$ cat src/rtl/segment_tree_range_sum_defines.svh
// Assertion macros for the segment tree range sum block.
`ifndef SEGMENT_TREE_RANGE_SUM_DEFINES_SVH
`define SEGMENT_TREE_RANGE_SUM_DEFINES_SVH
`ifndef ASSERT_OFF
`define ASSERT_IMPL(label, clk, rst, ante, cons) \
  label: assert property (@(posedge clk) disable iff (rst) (ante) |-> (cons)) \
    else $error("segment tree assertion failed");
`define ASSERT_NEXT(label, clk, rst, ante, cons) \
  label: assert property (@(posedge clk) disable iff (rst) (ante) |=> (cons)) \
    else $error("segment tree assertion failed");
`else
`define ASSERT_IMPL(label, clk, rst, ante, cons)
`define ASSERT_NEXT(label, clk, rst, ante, cons)
`endif
`endif

$ cat src/rtl/stsum_pkg.sv
`timescale 1ns / 1ps
`default_nettype none
package stsum_pkg;

  localparam int DEFAULT_LEAVES      = 1024;
  localparam int DEFAULT_VALUE_WIDTH = 32;
  localparam int CMD_W               = 2;
  localparam int POS_W               = 10;
  localparam int SUM_W               = 32;

  localparam logic [CMD_W-1:0] CMD_QUERY = 2'd0;
  localparam logic [CMD_W-1:0] CMD_SET   = 2'd1;
  localparam logic [CMD_W-1:0] CMD_ADD   = 2'd2;

  typedef enum logic [3:0] {
    OP_NONE,
    OP_CLEAR,
    OP_LOAD,
    OP_LEAF_RD,
    OP_LEAF_WR,
    OP_SIB_RD,
    OP_UP_WR,
    OP_Q_RD,
    OP_Q_ACC,
    OP_OUT_LOAD
  } op_t;

  typedef struct packed {
    op_t op;
  } dp_cmd_t;

  typedef struct packed {
    logic [CMD_W-1:0] command;
    logic             pos_bad;
    logic             range_empty;
    logic             l_gt_r;
    logic             at_root;
    logic             clear_done;
    logic             out_free;
  } dp_status_t;

endpackage
`default_nettype wire

$ cat src/rtl/stsum_ctrl.sv
`timescale 1ns / 1ps
`default_nettype none
module stsum_ctrl (
  input  logic                  clk,
  input  logic                  rst,
  input  logic                  req_valid,
  output logic                  req_stall,
  input  stsum_pkg::dp_status_t status,
  output stsum_pkg::dp_cmd_t    cmd
);
  import stsum_pkg::*;

  localparam logic [3:0] S_CLEAR    = 4'd0;
  localparam logic [3:0] S_IDLE     = 4'd1;
  localparam logic [3:0] S_DISPATCH = 4'd2;
  localparam logic [3:0] S_LEAF_RD  = 4'd3;
  localparam logic [3:0] S_LEAF_WR  = 4'd4;
  localparam logic [3:0] S_SIB_RD   = 4'd5;
  localparam logic [3:0] S_UP_WR    = 4'd6;
  localparam logic [3:0] S_Q_RD     = 4'd7;
  localparam logic [3:0] S_Q_ACC    = 4'd8;
  localparam logic [3:0] S_DONE     = 4'd9;

  logic [3:0] state;
  logic [3:0] state_next;

  assign req_stall = (state != S_IDLE);

  always_ff @(posedge clk) begin
    if (rst) begin
      state <= S_CLEAR;
    end else begin
      state <= state_next;
    end
  end

  always_comb begin
    state_next = state;
    cmd.op     = OP_NONE;
    unique case (state)
      S_CLEAR: begin
        cmd.op = OP_CLEAR;
        if (status.clear_done) begin
          state_next = S_IDLE;
        end
      end
      S_IDLE: begin
        if (req_valid) begin
          cmd.op     = OP_LOAD;
          state_next = S_DISPATCH;
        end
      end
      S_DISPATCH: begin
        unique case (status.command)
          CMD_QUERY: state_next = status.range_empty ? S_DONE : S_Q_RD;
          CMD_SET, CMD_ADD: state_next = status.pos_bad ? S_DONE : S_LEAF_RD;
          default: state_next = S_DONE;
        endcase
      end
      S_LEAF_RD: begin
        cmd.op     = OP_LEAF_RD;
        state_next = S_LEAF_WR;
      end
      S_LEAF_WR: begin
        cmd.op     = OP_LEAF_WR;
        state_next = S_SIB_RD;
      end
      S_SIB_RD: begin
        if (status.at_root) begin
          state_next = S_DONE;
        end else begin
          cmd.op     = OP_SIB_RD;
          state_next = S_UP_WR;
        end
      end
      S_UP_WR: begin
        cmd.op     = OP_UP_WR;
        state_next = S_SIB_RD;
      end
      S_Q_RD: begin
        if (status.l_gt_r) begin
          state_next = S_DONE;
        end else begin
          cmd.op     = OP_Q_RD;
          state_next = S_Q_ACC;
        end
      end
      S_Q_ACC: begin
        cmd.op     = OP_Q_ACC;
        state_next = S_Q_RD;
      end
      S_DONE: begin
        if (status.out_free) begin
          cmd.op     = OP_OUT_LOAD;
          state_next = S_IDLE;
        end
      end
      default: state_next = S_IDLE;
    endcase
  end

endmodule
`default_nettype wire

$ cat config.mk
export PLATFORM = sky130hd
export DESIGN_NAME = stsum_ctrl
export DESIGN_NICKNAME = d
export VERILOG_FILES = /design/src/rtl/segment_tree_range_sum_defines.svh /design/src/rtl/stsum_pkg.sv /design/src/rtl/stsum_ctrl.sv
export SDC_FILE = /design/constraint.sdc
export NUM_CORES = 1
export LEC_CHECK = 0
export BUFFER_PORTS_ARGS = -buffer_cell sky130_fd_sc_hd__clkbuf_2
export CORE_AREA = 4 4 41 43
export DETAILED_ROUTE_END_ITERATION = 10
export DIE_AREA = 0 0 45 47
export SETUP_SLACK_MARGIN = 0.1
export SYNTH_ARGS = -nofsm -noshare
export SYNTH_HDL_FRONTEND = slang
export SYNTH_SLANG_ARGS = --single-unit
$ cat constraint.sdc
create_clock -name clk -period 1.9 [get_ports clk]
set_clock_uncertainty 0.15 [all_clocks]
set_input_delay 0.19 -clock clk [delete_from_list [all_inputs] [get_ports clk]]
set_output_delay 0.19 -clock clk [all_outputs]
set_load 0.05 [all_outputs]
==> impl_summary.log, run 1 <==
[metrics] synthesized area per cell: 6.95 um^2
[metrics] via count of the routed design: 494
[metrics] Yosys cell types: 29
[metrics] maximum number of pins on one net before global-route repair: 18
[metrics] synthesis warning total: 0
[metrics] fraction of layout cells with a size suffix above 1: 0.364
[metrics] # fillers: 148
[metrics] portion of the post-synthesis area used by sequential elements: 0.183
[metrics] Largest register FFs: 4
[metrics] internal power summed over all cells: 0.207 mW
[metrics] syn_nets: 76
[metrics] fraction of synthesis flops using an asynchronous set or reset pin: 0
[metrics] Slew headroom: 0.801
[metrics] Final Wtd Congestion: 0.799
[metrics] root buffer selected by CTS: clkbuf_4
[metrics] nets: a little over 90
[metrics] count of final setup violators: 0
[metrics] count of antenna diodes in the layout: 0
[metrics] count of mapped cells out of synthesis: 63
[metrics] initial antenna violation count: 0
[metrics] netlist area before placement: 438 um^2
[metrics] residual antenna-violating net count after detailed routing: 0
[metrics] placed wire-length estimate after detailed placement: 818 um
[metrics] Worst Path Max Fanout: 7
[metrics] Crit Path Class: register to output pin
[metrics] Clock Power Share: 0.308
[metrics] terminus of the critical flop-to-flop path: state[1]
[metrics] Reg clk slew, reported paths: 30 ps
[metrics] largest registers: state: 4 flops
[metrics] peak supply drop: 0.296 mV
[metrics] final critical-path required period: approximately 1800 ps
[metrics] Fin Setup TNS: 0 ps
[metrics] register share of total power: 0.326
[metrics] number of slew-limit violations in the final report: 0
[metrics] fin crit share: 0.929
[metrics] Num CTS Buffers: 3
[metrics] number of vias per cell after detailed routing: 5.37
[metrics] power per cell area: 589 mW/mm^2
[metrics] Initial DRC Count: 12
[metrics] post-CTS setup buffer count: 0
[metrics] initial standard-cell utilization of the core: 0.337
[metrics] maximum achievable frequency: 0.567 GHz
[metrics] first-pass GRT wire length: 1640 um
[metrics] remaining design rule violation count: 0
[metrics] number of max-capacitance violations reported: 0
[metrics] Clk Latency, worst-skew pair: 230 ps
[metrics] number of top-level pins: 16
[metrics] startpoint of the worst register-to-register path: state[1]
[metrics] CP startpoint kind: register
[metrics] largest register by flop count: state
[metrics] Std-Cell Rows: 13
[metrics] area growth from synthesis to layout: 27.1%
[metrics] Die Area: 0.00212 mm^2
[metrics] length in cells of the worst reg-to-reg path: 4
[metrics] switching part of the total: 0.368
[metrics] average wire length per cell after detail routing: 11.6 um
[metrics] CP required: 1560 ps
[metrics] top flip-flop cell by instance count after synthesis: dfxtp_1
[metrics] H-tree depth: 1
[metrics] area of the core: 0.00130 mm^2
[metrics] reported net switching power: between 0.1 and 0.15 mW
[metrics] vias in the first global route: 408
[metrics] CTS tree: yes
[metrics] Crit path arrival time: 1420 ps
[metrics] width of the chip: approximately 45 um
[metrics] leakage dissipation: 0.238 nW
[metrics] Setup crit start: state[3]
[metrics] total power: 0.328 mW
[metrics] Congestion Overflow GR: 0
[metrics] chip height: about 47 um
[metrics] global router's overall resource usage: 0.104
[metrics] total count of hold-check failures in the final report: 0
[metrics] non-filler cells, final: 92
[metrics] hold_buf cts: 0
[metrics] maximum count of clock buffers along a single path: 2
[metrics] Setup crit end: cmd[3]
[metrics] total number of clock tree sinks: 4
[metrics] Hold Crit Class: primary input to register
[metrics] placed insts: 89
[metrics] flop2flop setup slack: 280 ps
[metrics] Port-buffer cells: 15
[metrics] number of storage elements in the synthesis netlist: 4
[metrics] Final Routed Wirelength: 1070 um
[metrics] Pre-Repair DR Iteration Count: 4
[metrics] result of the run: finished clean
[metrics] Comb pwr share: 0.365
[metrics] RSZ-0062 raised after global routing: yes
[metrics] Worst Tran Pin Value: 298 ps
[metrics] kind of end point of the critical path: output pin
[metrics] Post-synth EDFFs: 0
cells in the final DEF (no fill, tap or decap), types with 3 or more instances in the layout:
cell type	count
nand2b_1	3
nor2b_1	5
clkbuf_2	13
nor2_1	5
dfxtp_2	3
inv_1	4
o21ai_0	4
clkbuf_4	5
nand2_1	5
a21oi_1	3
critical path: stages, from the launching register on:
cell and delay, ps:
dfxtp_1 420, or3b_4 440, a21oi_2 110, clkbuf_4 230
per-layer routing:
| layer | up-vias | track usage | wire (um) |
|---|---|---|---|
| met5 | - | 0 | 0 |
| met4 | 0 | 0.0175 | 0 |
| met3 | 0 | 0.0345 | 47 |
| met2 | 12 | 0.181 | 477 |
| met1 | 225 | 0.127 | 545 |
| li1 | 257 | - | - |
through the flow:
step | hold WS (ps) | worst slack (ps) | utilization | area [um^2]
floorplan | 109 | 59.8 | - | 449
global placement | 283 | 203 | 0.402 | 523
detailed placement | 286 | 164 | 0.402 | 523
CTS | 40.6 | 79.4 | 0.425 | 553
global route | 48.3 | 82.4 | 0.428 | 557
finish | 43.1 | 135 | 0.428 | 557
cell usage after synthesis (2+ instances only):
cell type | n | area (um^2)
a21oi_1 | 4 | 20.0
a221oi_1 | 2 | 17.5
clkbuf_1 | 3 | 11.3
dfxtp_1 | 4 | 80.1
ha_1 | 2 | 25.0
inv_1 | 4 | 15.0
nand2_1 | 5 | 18.8
nand2b_1 | 3 | 18.8
nor2_1 | 6 | 22.5
nor2b_1 | 5 | 31.3
nor3_1 | 3 | 15.0
o21ai_0 | 5 | 25.0
worst min path at each step:
stage | from | endpoint | slack (ps) | depth (start not counted)
after floorplan | rst | state[2] | 110 | 1
after global placement | rst | state[1] | 280 | 2
after detailed placement | rst | state[1] | 290 | 2
after CTS | rst | state[1] | 40 | 2
after global routing | rst | state[1] | 50 | 2
final | rst | state[1] | 40 | 2
final cells by class:
type                    count  area (um^2)  area share
clock buffers               3         22.5      0.0404
well taps                  15         18.8      0.0337
flip-flops and latches      4         83.8       0.151
multi-input cells          50          329       0.591
inverters                   4         15.0      0.0270
repair buffers             16         87.6       0.157
power groups by stage:
stage | clock network, mW | registers [mW] | logic, mW
floorplan | 0 | 0.0924 | 0.104
global placement | 0 | 0.107 | 0.116
detailed placement | 0 | 0.107 | 0.118
CTS | 0.106 | 0.107 | 0.119
global route | 0.109 | 0.109 | 0.131
finish | 0.101 | 0.107 | 0.120
cell families after synthesis:
| family | Yosys count | share of synthesized area |
|---|---|---|
| buf+inv | 9 | 0.0971 |
| mux | 1 | 0.0229 |
| flops | 4 | 0.183 |
| fa+ha+maj | 2 | 0.0571 |
| simple gates | 28 | 0.360 |
| compound gates | 19 | 0.280 |
timing repair:
action,CTS,global route
endpoints found under the hold margin,0,0
endpoints found under the setup margin,4,4
gates resized for setup,4,3
No activity file was read; power rests on OpenSTA's default activity.
==> run 2: changes to the inputs <==
--- a/config.mk
+++ b/config.mk
@@ -9,6 +9,7 @@
 export CORE_AREA = 4 4 41 43
 export DETAILED_ROUTE_END_ITERATION = 10
 export DIE_AREA = 0 0 45 47
+export PLACE_DENSITY = 0.67
 export SETUP_SLACK_MARGIN = 0.1
 export SYNTH_ARGS = -nofsm -noshare
 export SYNTH_HDL_FRONTEND = slang
==> impl_summary.log, run 2 (synthesis results as in run 1) <==
[metrics] Comb pwr share: 0.363
[metrics] Num CTS Buffers: 3
[metrics] total power: 0.331 mW
[metrics] register share of total power: 0.321
[metrics] RSZ-0062 raised after global routing: no
[metrics] commonest cells after routing, fill and taps aside: clkbuf_2 (12), nand2_1 (5), nor2_1 (5), nor2b_1 (5), clkbuf_4 (5)
[metrics] post-CTS setup buffer count: 0
[metrics] root buffer selected by CTS: clkbuf_4
[metrics] total count of hold-check failures in the final report: 0
[metrics] category of cells accounting for the largest share of critical-path delay: simple AND/OR/NAND/NOR gates
[metrics] Final Routed Wirelength: around 1100 um
[metrics] chip height: around 47 um
[metrics] hold-critical path depth: 2
[metrics] Crit path arrival time: 1390 ps
[metrics] Hold Crit Class: primary input to register
[metrics] initial antenna violation count: 0
[metrics] global router's overall resource usage: 0.110
[metrics] hold_buf cts: 0
[metrics] residual antenna-violating net count after detailed routing: 0
[metrics] number of max-capacitance violations reported: 0
[metrics] power per cell area: about 590 mW/mm^2
[metrics] cell with the biggest individual delay on the critical path: or3b_4
[metrics] count of antenna diodes in the layout: 0
[metrics] vias in the first global route: roughly 430
[metrics] largest register by flop count: state
[metrics] CP startpoint kind: register
[metrics] total cell area at the placement stage: ~520 um^2
[metrics] number of gates resized after cts: 5
[metrics] Clk Latency, worst-skew pair: ~240 ps
[metrics] Worst Path Max Fanout: 12
[metrics] Worst Tran Pin Value: 302 ps
[metrics] Clock Power Share: 0.317
[metrics] peak supply drop: 0.168 mV
[metrics] most common cell after layout, fill and taps aside: clkbuf_2
[metrics] maximum achievable frequency: 0.578 GHz
[metrics] placed wire-length estimate after detailed placement: 803 um
[metrics] count of final setup violators: 0
[metrics] CP required: between 1500 and 2000 ps
[metrics] first-pass GRT wire length: between 1500 and 2000 um
[metrics] kind of end point of the critical path: output pin
[metrics] H-tree depth: 1
[metrics] number of slew-limit violations in the final report: 0
[metrics] Die Area: between 0.002 and 0.0025 mm^2
[metrics] fraction of layout cells with a size suffix above 1: 0.390
[metrics] fin crit share: 0.911
[metrics] maximum count of clock buffers along a single path: 2
[metrics] nets: 92
[metrics] CTS tree: yes
[metrics] final critical-path required period: 1730 ps
[metrics] switching part of the total: 0.375
[metrics] cell depth of the worst setup path: 3
[metrics] Congestion Overflow GR: 0
[metrics] number of buffer and inverter stages on the critical path: 1
[metrics] Crit Path Class: register to output pin
[metrics] Final Wtd Congestion: 0.769
[metrics] maximum number of pins on one net before global-route repair: 18
[metrics] initial standard-cell utilization of the core: 0.337
[metrics] average wire length per cell after detail routing: 11.6 um
[metrics] # fillers: 150
[metrics] number of vias per cell after detailed routing: 5.34
[metrics] Slew headroom: 0.799
[metrics] total number of clock tree sinks: 4
[metrics] result of the run: finished clean
[metrics] Largest register FFs: 4
[metrics] Reg clk slew, reported paths: 40 ps
[metrics] Fin Setup TNS: 0 ps
[metrics] Pre-Repair DR Iteration Count: 4
[metrics] Port-buffer cells: 15
[metrics] largest registers: state: 4 flops
[metrics] sequence of cells on the critical path: or3b_4, a21oi_2, clkbuf_4
[metrics] leakage dissipation: approximately 0.24 nW
[metrics] remaining design rule violation count: 0
[metrics] via count of the routed design: between 400 and 500
[metrics] internal power summed over all cells: 0.207 mW
[metrics] post-route design area: 564 um^2
[metrics] Largest stage delay, worst path: 430 ps
[metrics] width of the chip: about 45 um
[metrics] area growth from synthesis to layout: 28.9%
[metrics] reported net switching power: 0.124 mW
[metrics] Std-Cell Rows: 13
[metrics] number of top-level pins: 16
[metrics] flop2flop setup slack: 330 ps
[metrics] Initial DRC Count: 4
[metrics] length in cells of the worst reg-to-reg path: 4
[metrics] area of the core: 0.00130 mm^2
[run 2: layer usage]
| metal | track usage | routed length [um] | vias to the layer above | share of wire |
|---|---|---|---|---|
| met4 | 0.0351 | 0 | 0 | 0 |
| met3 | 0.0383 | 61 | 0 | 0.057 |
| met5 | 0 | 0 | - | 0 |
| met1 | 0.120 | 487 | 224 | 0.45 |
| met2 | 0.198 | 522 | 12 | 0.49 |
| li1 | - | - | 255 | - |
[run 2: worst paths after layout]
kind                  from       end
setup / recovery  state[1]    cmd[3]
hold / removal         rst  state[1]
setup reg to reg  state[1]  state[1]
hold reg to reg   state[1]  state[0]
[run 2: final cells by class]
type | instances | area (um^2) | share of cell area
Sequential cell | 4 | 87.6 | 0.155
Tap cell | 15 | 18.8 | 0.0333
Multi-Input combinational cell | 50 | 333 | 0.590
Clock buffer | 3 | 22.5 | 0.0399
Timing Repair Buffer | 16 | 87.6 | 0.155
Inverter | 4 | 15.0 | 0.0266
[run 2: power groups by stage]
stage	Clock (mW)	Sequential (mW)	Combinational, mW
floorplan	0	0.0924	0.104
global placement	0	0.107	0.116
detailed placement	0	0.107	0.118
CTS	0.108	0.107	0.118
global route	0.113	0.108	0.133
finish	0.105	0.106	0.120
[run 2: stage by stage]
stage,utilization,std cells,hold WS [ps],worst slack [ps]
floorplan,-,63,109,59.8
global placement,0.402,89,282,210
detailed placement,0.402,89,280,164
CTS,0.426,92,23.1,131
global route,0.434,92,45.6,130
finish,0.434,92,28.2,170
